<file path="src/rtl/core/utf8_surrogate_escape_decoder_top_assert.svh">
// Assertion macros used by the UTF-8 surrogate-escape decoder top level.
`ifndef UTF8_SURROGATE_ESCAPE_DECODER_TOP_ASSERT_SVH
`define UTF8_SURROGATE_ESCAPE_DECODER_TOP_ASSERT_SVH

// Same-cycle implication, disabled during reset.
`define UTF8SE_ASSERT_NOW(label, clk, rst, ante, cons, msg) \
  label: assert property (@(posedge clk) disable iff (rst) (ante) |-> (cons)) \
    else $error(msg);

// Next-cycle implication, disabled during reset.
`define UTF8SE_ASSERT_NEXT(label, clk, rst, ante, cons, msg) \
  label: assert property (@(posedge clk) disable iff (rst) (ante) |=> (cons)) \
    else $error(msg);

`endif

</file>
<file path="src/rtl/core/utf8se_pkg.sv">
// Types and constants for the UTF-8 surrogate-escape decoder.
package utf8se_pkg;

  localparam int MAX_RESULTS = 4;
  localparam int FIFO_DEPTH  = 8;
  localparam int FIFO_PTR_W  = $clog2(FIFO_DEPTH);
  localparam int FIFO_CNT_W  = $clog2(FIFO_DEPTH + 1);
  localparam int NUM_W       = $clog2(MAX_RESULTS + 1);

  localparam logic [15:0] ESCAPE_BASE    = 16'hDC00;
  localparam logic [15:0] HIGH_SURR_BASE = 16'hD800;
  localparam logic [15:0] LOW_SURR_BASE  = 16'hDC00;

  typedef struct packed {
    logic [7:0] in_byte;
    logic       end_of_stream;
  } utf8se_in_t;

  typedef struct packed {
    logic [15:0] code_unit;
    logic        was_escaped;
    logic        run_last;
  } utf8se_out_t;

  // Bytes of an open sequence; entry 0 is its lead byte.
  typedef struct packed {
    logic [2:0][7:0] bytes;
    logic [1:0]      count;
    logic [2:0]      exp_len;
  } utf8se_pend_t;

endpackage

</file>
<file path="src/rtl/core/utf8se_decode.sv">
// Combinational decode of pending bytes plus one new byte into up to four code units.
module utf8se_decode (
  input  utf8se_pkg::utf8se_pend_t                                 pend,
  input  utf8se_pkg::utf8se_in_t                                   in_word,
  output utf8se_pkg::utf8se_pend_t                                 pend_next,
  output utf8se_pkg::utf8se_out_t [utf8se_pkg::MAX_RESULTS-1:0]    units,
  output logic [utf8se_pkg::NUM_W-1:0]                             num
);

  typedef struct packed {
    logic        ok;
    logic [20:0] cp;
  } check_t;

  function automatic logic [2:0] seq_len(input logic [7:0] lead);
    logic [2:0] r;
    if ((lead & 8'hF8) == 8'hF0)      r = 3'd4;
    else if ((lead & 8'hF0) == 8'hE0) r = 3'd3;
    else if ((lead & 8'hE0) == 8'hC0) r = 3'd2;
    else                              r = 3'd1;
    return r;
  endfunction

  // Drop the first p bytes of the window; empty slots read as zero.
  function automatic logic [3:0][7:0] shift_win(input logic [3:0][7:0] bv, input logic [2:0] p);
    logic [31:0] raw;
    raw = 32'(bv) >> {p, 3'b000};
    return raw;
  endfunction

  function automatic check_t check_window(input logic [3:0][7:0] w, input logic [2:0] len);
    check_t r;
    logic   c1, c2, c3;
    c1 = (w[1][7:6] == 2'b10);
    c2 = (w[2][7:6] == 2'b10);
    c3 = (w[3][7:6] == 2'b10);
    r  = '0;
    case (len)
      3'd1: begin
        r.cp = {13'd0, w[0]};
        r.ok = !w[0][7];
      end
      3'd2: begin
        r.cp = {10'd0, w[0][4:0], w[1][5:0]};
        r.ok = c1 && (r.cp >= 21'h80);
      end
      3'd3: begin
        r.cp = {5'd0, w[0][3:0], w[1][5:0], w[2][5:0]};
        r.ok = c1 && c2 && (r.cp >= 21'h800) && !((r.cp >= 21'hD800) && (r.cp <= 21'hDFFF));
      end
      3'd4: begin
        r.cp = {w[0][2:0], w[1][5:0], w[2][5:0], w[3][5:0]};
        r.ok = c1 && c2 && c3 && (r.cp >= 21'h10000) && (r.cp <= 21'h10FFFF);
      end
      default: begin
        r = '0;
      end
    endcase
    return r;
  endfunction

  function automatic utf8se_pkg::utf8se_out_t esc_unit(input logic [7:0] b);
    utf8se_pkg::utf8se_out_t u;
    u.code_unit   = utf8se_pkg::ESCAPE_BASE + {8'd0, b};
    u.was_escaped = 1'b1;
    u.run_last    = 1'b0;
    return u;
  endfunction

  always_comb begin
    logic [3:0][7:0] bv;
    logic [3:0][7:0] w;
    logic [3:0][7:0] nw;
    logic [2:0]      n;
    logic [2:0]      pos;
    logic [2:0]      len;
    logic [2:0]      avail;
    logic [2:0]      rem;
    logic            done;
    check_t          chk;
    logic [19:0]     sub;

    bv = '0;
    for (int k = 0; k < 3; k++) begin
      if (2'(k) < pend.count) bv[k] = pend.bytes[k];
    end
    bv[pend.count] = in_word.in_byte;
    n     = {1'b0, pend.count} + 3'd1;
    pos   = '0;
    num   = '0;
    done  = 1'b0;
    units = '0;
    w     = '0;
    len   = '0;
    avail = '0;
    chk   = '0;
    sub   = '0;

    // Each step resolves one window: wait, escape the lead, or emit a character.
    for (int s = 0; s < utf8se_pkg::MAX_RESULTS; s++) begin
      if (!done && (pos < n)) begin
        w     = shift_win(bv, pos);
        len   = (s == 0 && pend.count != 2'd0) ? pend.exp_len : seq_len(w[0]);
        avail = n - pos;
        chk   = check_window(w, len);
        if (avail < len) begin
          if (!in_word.end_of_stream) begin
            done = 1'b1;
          end else begin
            units[num[1:0]] = esc_unit(w[0]);
            num = num + 3'd1;
            pos = pos + 3'd1;
          end
        end else if (chk.ok) begin
          if (len == 3'd4) begin
            sub = 20'(chk.cp - 21'h10000);
            units[num[1:0]].code_unit         = utf8se_pkg::HIGH_SURR_BASE + {6'd0, sub[19:10]};
            units[num[1:0]].was_escaped       = 1'b0;
            units[num[1:0]+2'd1].code_unit    = utf8se_pkg::LOW_SURR_BASE + {6'd0, sub[9:0]};
            units[num[1:0]+2'd1].was_escaped  = 1'b0;
            num = num + 3'd2;
          end else begin
            units[num[1:0]].code_unit   = chk.cp[15:0];
            units[num[1:0]].was_escaped = 1'b0;
            num = num + 3'd1;
          end
          pos = pos + len;
        end else begin
          units[num[1:0]] = esc_unit(w[0]);
          num = num + 3'd1;
          pos = pos + 3'd1;
        end
      end
    end

    if (num != '0) units[2'(num - 3'd1)].run_last = 1'b1;

    // Hold the unresolved tail for the next word.
    rem                = n - pos;
    nw                 = shift_win(bv, pos);
    pend_next.bytes    = nw[2:0];
    pend_next.count    = rem[1:0];
    pend_next.exp_len  = (rem != 3'd0) ? seq_len(nw[0]) : 3'd0;
  end

endmodule

</file>
<file path="src/rtl/core/utf8se_fifo.sv">
// Result queue: takes up to four code units per cycle on wr_en, hands out one per cycle on rd_en.
module utf8se_fifo (
  input  logic                                                  clk,
  input  logic                                                  rst,
  input  logic                                                  wr_en,
  input  logic [utf8se_pkg::NUM_W-1:0]                          wr_num,
  input  utf8se_pkg::utf8se_out_t [utf8se_pkg::MAX_RESULTS-1:0] wr_units,
  input  logic                                                  rd_en,
  output utf8se_pkg::utf8se_out_t                               rd_data,
  output logic [utf8se_pkg::FIFO_CNT_W-1:0]                     count
);

  utf8se_pkg::utf8se_out_t                mem [utf8se_pkg::FIFO_DEPTH];
  logic [utf8se_pkg::FIFO_PTR_W-1:0]      wptr;
  logic [utf8se_pkg::FIFO_PTR_W-1:0]      rptr;
  logic [utf8se_pkg::FIFO_CNT_W-1:0]      wr_add;

  assign wr_add  = wr_en ? utf8se_pkg::FIFO_CNT_W'(wr_num) : '0;
  assign rd_data = mem[rptr];

  always_ff @(posedge clk) begin
    if (wr_en) begin
      for (int k = 0; k < utf8se_pkg::MAX_RESULTS; k++) begin
        if (utf8se_pkg::NUM_W'(k) < wr_num) begin
          mem[wptr + utf8se_pkg::FIFO_PTR_W'(k)] <= wr_units[k];
        end
      end
    end
  end

  always_ff @(posedge clk) begin
    if (rst) begin
      wptr  <= '0;
      rptr  <= '0;
      count <= '0;
    end else begin
      wptr  <= wptr + utf8se_pkg::FIFO_PTR_W'(wr_add);
      rptr  <= rptr + utf8se_pkg::FIFO_PTR_W'(rd_en);
      count <= count + wr_add - utf8se_pkg::FIFO_CNT_W'(rd_en);
    end
  end

endmodule

</file>
<file path="src/rtl/core/utf8_surrogate_escape_decoder_top.sv">
// Top level of the UTF-8 to UTF-16 decoder with surrogate escaping of bad bytes.
//
// Input channel (in_valid/in_stall/in_data): one UTF-8 byte per word, with
// end_of_stream on the final byte of a stream. Output channel
// (out_valid/out_stall/out_data): one UTF-16 code unit per word, with
// was_escaped on units of the form 0xDC00 + byte, and run_last on the last
// unit caused by a given input byte. A byte that only extends an open
// sequence causes no output word.
// Throughput: one input byte per cycle while in_stall is low. Each byte is decoded in
// the cycle it is accepted, against up to three held bytes, and its units
// (up to four) go into an eight-entry result queue that drains one per cycle
// while out_stall is low. With an empty queue, the first unit of a byte is
// valid in the cycle after acceptance; later units wait behind those queued ahead.
// in_stall rises while the queue holds more than four units, so a burst of
// results never overflows it; a stream never yields more units than bytes.
// Reset (synchronous, rst high): empties the queue and drops any open sequence.
// A stalled output word stays on out_data until taken.
module utf8_surrogate_escape_decoder_top (
  input  logic                    clk,
  input  logic                    rst,
  input  logic                    in_valid,
  output logic                    in_stall,
  input  utf8se_pkg::utf8se_in_t  in_data,
  output logic                    out_valid,
  input  logic                    out_stall,
  output utf8se_pkg::utf8se_out_t out_data
);

  `include "utf8_surrogate_escape_decoder_top_assert.svh"

  // Open-sequence state: bytes carry no reset, count and length do.
  logic [2:0][7:0] pend_bytes;
  logic [1:0]      pend_count;
  logic [2:0]      exp_len;

  utf8se_pkg::utf8se_pend_t                                 pend;
  utf8se_pkg::utf8se_pend_t                                 pend_next;
  utf8se_pkg::utf8se_out_t [utf8se_pkg::MAX_RESULTS-1:0]    dec_units;
  logic [utf8se_pkg::NUM_W-1:0]                             dec_num;
  logic [utf8se_pkg::FIFO_CNT_W-1:0]                        fifo_count;
  logic                                                     in_accept;
  logic                                                     out_take;

  assign pend.bytes   = pend_bytes;
  assign pend.count   = pend_count;
  assign pend.exp_len = exp_len;

  // Stall while a worst-case burst of units might not fit in the queue.
  assign in_stall  = fifo_count >
                     utf8se_pkg::FIFO_CNT_W'(utf8se_pkg::FIFO_DEPTH - utf8se_pkg::MAX_RESULTS);
  assign in_accept = in_valid && !in_stall;
  assign out_valid = fifo_count != '0;
  assign out_take  = out_valid && !out_stall;

  utf8se_decode u_decode (
    .pend      (pend),
    .in_word   (in_data),
    .pend_next (pend_next),
    .units     (dec_units),
    .num       (dec_num)
  );

  utf8se_fifo u_fifo (
    .clk      (clk),
    .rst      (rst),
    .wr_en    (in_accept),
    .wr_num   (dec_num),
    .wr_units (dec_units),
    .rd_en    (out_take),
    .rd_data  (out_data),
    .count    (fifo_count)
  );

  // Advance the held bytes on every accepted word.
  always_ff @(posedge clk) begin
    if (in_accept) begin
      pend_bytes <= pend_next.bytes;
    end
  end

  always_ff @(posedge clk) begin
    if (rst) begin
      pend_count <= '0;
      exp_len    <= '0;
    end else if (in_accept) begin
      pend_count <= pend_next.count;
      exp_len    <= pend_next.exp_len;
    end
  end

  // Held count and held sequence length are empty together.
  `UTF8SE_ASSERT_NOW(a_pend_len_match, clk, rst, 1'b1,
    (pend_count == 2'd0) == (exp_len == 3'd0), "pending count and length disagree")

  // End of stream resolves every held byte.
  `UTF8SE_ASSERT_NEXT(a_eos_flush, clk, rst, in_accept && in_data.end_of_stream,
    pend_count == 2'd0, "bytes left pending after end of stream")

  // A final byte always yields at least one unit.
  `UTF8SE_ASSERT_NOW(a_eos_output, clk, rst, in_accept && in_data.end_of_stream,
    dec_num != '0, "end of stream produced no code unit")

endmodule

</file>
<file path="config.mk">
export PLATFORM = sky130hd
export DESIGN_NAME = utf8_surrogate_escape_decoder_top
export DESIGN_NICKNAME = d
export VERILOG_FILES = /design/src/rtl/core/utf8se_pkg.sv /design/src/rtl/core/utf8se_decode.sv /design/src/rtl/core/utf8se_fifo.sv /design/src/rtl/core/utf8_surrogate_escape_decoder_top.sv
export VERILOG_INCLUDE_DIRS = /design/src /design/src/rtl/core
export SDC_FILE = /design/constraint.sdc
export NUM_CORES = 1
export LEC_CHECK = 0
export BUFFER_PORTS_ARGS = -buffer_cell sky130_fd_sc_hd__clkbuf_2
export CAP_MARGIN = 5
export CELL_PAD_IN_SITES_DETAIL_PLACEMENT = 0
export CELL_PAD_IN_SITES_GLOBAL_PLACEMENT = 1
export CORE_UTILIZATION = 25
export CTS_BUF_LIST = sky130_fd_sc_hd__clkbuf_4 sky130_fd_sc_hd__clkbuf_8
export CTS_CLUSTER_SIZE = 12
export DETAILED_ROUTE_END_ITERATION = 16
export MAX_ROUTING_LAYER = met4
export PLACE_DENSITY = 0.46
export SYNTH_ARGS = -nofsm -noshare
export SYNTH_HDL_FRONTEND = slang
export SYNTH_SLANG_ARGS = --single-unit
</file>
<file path="constraint.sdc">
create_clock -name clk -period 23 [get_ports clk]
set_input_delay 2.3 -clock clk [delete_from_list [all_inputs] [get_ports clk]]
set_output_delay 2.3 -clock clk [all_outputs]
set_load 0.05 [all_outputs]
</file>
==> results by group <==
GRT
  • Largest net degree at the start of global routing: 51
  • Initial antenna violation count: 7
  • Gr ovfl total: 0
  • Number of global-route vias before repair: 30500
  • First-pass GRT wire length: 248 mm
  • Total GRT Usage: 0.320

Die
  • Initial Utilization: 0.252
  • Core Region: 109000 µm²
  • Cell Rows: 121
  • Die Ht: 333 µm
  • Die area: 111000 µm²
  • IO Count: 33
  • Die W: 333 µm

Placed design
  • Final Wtd Congestion: ~1
  • Dpl ws: 1.73 ns
  • Placed Cells: between 5000 and 6000
  • Hpwl dp: 136 mm
  • Count of buffers from port buffering: 32

STA
  • Fmax: 0.0471 GHz
  • Final worst slack: approximately 1.8 ns
  • Least-Margin Pin Slew: approximately 1.4 ns
  • Setup Viol. Count Final: 0
  • Fin crit share: 0.923
  • Hold Fails Final Rpt: 0
  • Fin Setup TNS: 0 ns
  • Period minus WS final: ~21 ns
  • Clock skew: 0.0284 ns
  • Final Max Tran Viols: 0
  • Worst slew margin: 0.0264
  • RSZ-0062 raised after global routing: false

Final layout
  • Most common cell after layout, fill and taps aside: nand2_1
  • # nets final: 3740
  • Area of the multi-input gates: around 20000 µm²
  • Reg area: 5350 µm²
  • Share of layout cells above drive strength 1: 0.128
  • Layout area overhead: 9.78%
  • Fin cells: roughly 5100
  • Commonest cells after routing, fill and taps aside: nand2_1, nor2_1, a21oi_1, o21ai_0, buf_4
  • Fill cell count: 12100

Detailed routing
  • WL final: about 180 mm
  • DR WL/cell: around 35 µm
  • DR iter-0 viols: roughly 4100
  • Final ANT Viol Nets: 0
  • DR vias/cell: 6.48
  • DRC violations left: 0
  • Via count: 33000
  • DRT Pass-1 Iters: 7

Worst setup path
  • Critical path's most frequent cell: nand2_1
  • CP max stage cell: nor2_1
  • CP Capture Type: register
  • Crit path max fanout: 31
  • Worst R2R Setup Slack: 2.70 ns
  • Crit path kind: in2reg
  • Critical Path Start Type: input pin
  • Data arrival, critical path: 21.34 ns
  • WP data required: 23.12 ns
  • Largest stage delay, worst path: 0.91 ns

CTS
  • CTS Buffer Depth: 2
  • Worst skew pair latency: 0.60 ns
  • Post-cts gate resize count: 0
  • H-tree depth: 4
  • Root Buffer: clkbuf_8
  • Clock tree sinks: 183
  • Hold buffers post-CTS: 0
  • # Post-CTS Setup Buffers: 0
  • CTS tree: yes
  • Num CTS Buffers: 17
  • Clock transition at the registers of the reported paths: 0.11 ns

Yosys
  • Syn Inst Count: 3707
  • Largest family of logic cells by synthesized area: compound AO/OA/AOI/OAI gates
  • Most used DFF post-synth: edfxtp_1
  • Synth unique cells: between 100 and 150
  • Sequential area share after synthesis: 0.195
  • Synth warn: 0
  • Seq cells post-synth: 183
  • Syn Area/Cell: ~7.4 µm²
  • Synthesized cell area: 27400 µm²
  • Synth Area in Simple Gates: 0.206
  • Post-synth ARST share: 0
  • Synth Area in XOR/XNOR: 0.0121
  • Synth Area in Compound Gates: 0.384
  • Synthesized Nets: 3791
  • Adder-cell share of the synthesized area: 0.0346
  • Mux cell area share after synthesis: 0.110
  • Number of flops mapped to enable cells by yosys: 168

Run status
  • Status: completed

Min path
  • Hold WC Path Type: reg2reg

Flow run
  • MaxCap Viol Count: 0
final timing paths:
path / from / end / depth (start not counted)
max: in_data[7] / u_fifo.mem[4][7]$_DFFE_PP_ / 50
min reg2reg: exp_len[2]$_SDFFE_PP0P_ / exp_len[2]$_SDFFE_PP0P_ / 2
max reg2reg: pend_count[0]$_SDFFE_PP0P_ / u_fifo.mem[4][7]$_DFFE_PP_ / 53
min: exp_len[2]$_SDFFE_PP0P_ / exp_len[2]$_SDFFE_PP0P_ / 2
metrics by stage:
stage | cell area (µm²) | hold slack (ns) | utilization
final | 30100 | 0.597 | 0.277
after global routing | 30100 | 0.617 | 0.277
after CTS | 30100 | 0.591 | 0.277
after detailed placement | 29600 | 0.574 | 0.273
after global placement | 29600 | 0.577 | 0.273
after floorplan | 27400 | 0.462 | -
Yosys cell counts, types with 61 or more instances:
cell	instances	area, µm²
mux2i_1	164	1640
a31oi_1	61	382
nor2_1	423	1590
edfxtp_1	168	5040
clkbuf_1	192	721
nor3_1	83	415
inv_1	63	236
o21ai_0	296	1480
nand2_1	424	1590
a22oi_1	90	676
a21oi_1	374	1870
o22ai_1	98	613
ha_1	63	788
nand3_1	75	375
cell families (layout without fill, tap and decap cells):
logic type | count (synthesis) | after routing
AOI/OAI and AO/OA | 1554 | 1554
xor gates and xnor gates | 37 | 37
adders and majority gates | 71 | 71
buffers and inverters | 374 | 336
DFF | 183 | 183
muxes | 250 | 250
other | 0 | 5
and+or+nand+nor | 1238 | 1238
state kept, by name, indices dropped and copies added (netlist names):
name / count
pend_count: 2
pend: 24
exp_len: 3
u_fifo.wptr: 3
u_fifo.rptr: 3
u_fifo.mem: 144
u_fifo.count: 4
layout make-up:
cell class / count / area share
sequential: 183 / 0.178
multi-input combinational: 3150 / 0.685
antenna: 5 / 0.000416
timing repair buffer: 225 / 0.0535
tap: 1414 / 0.0588
clock inverter: 15 / 0.00686
clock buffer: 17 / 0.00778
inverter: 79 / 0.0102
critical path, delay by kind of cell:
family	cells	cell delay, ns
simple gates	20	6.85
compound gates	18	7.68
fa+ha+maj	4	1.57
buf+inv	8	2.79
routing by layer:
| metal | track usage | vias to the layer above | share of wire |
|---|---|---|---|
| li1 | - | 14300 | - |
| met2 | 0.484 | 1934 | 0.44 |
| met5 | - | - | 0 |
| met1 | 0.394 | 16300 | 0.41 |
| met4 | 0.210 | 0 | 0.078 |
| met3 | 0.0487 | 496 | 0.073 |
Power is not shown: default switching activity piles up to over one toggle a cycle in this logic, so the estimate is an artifact.
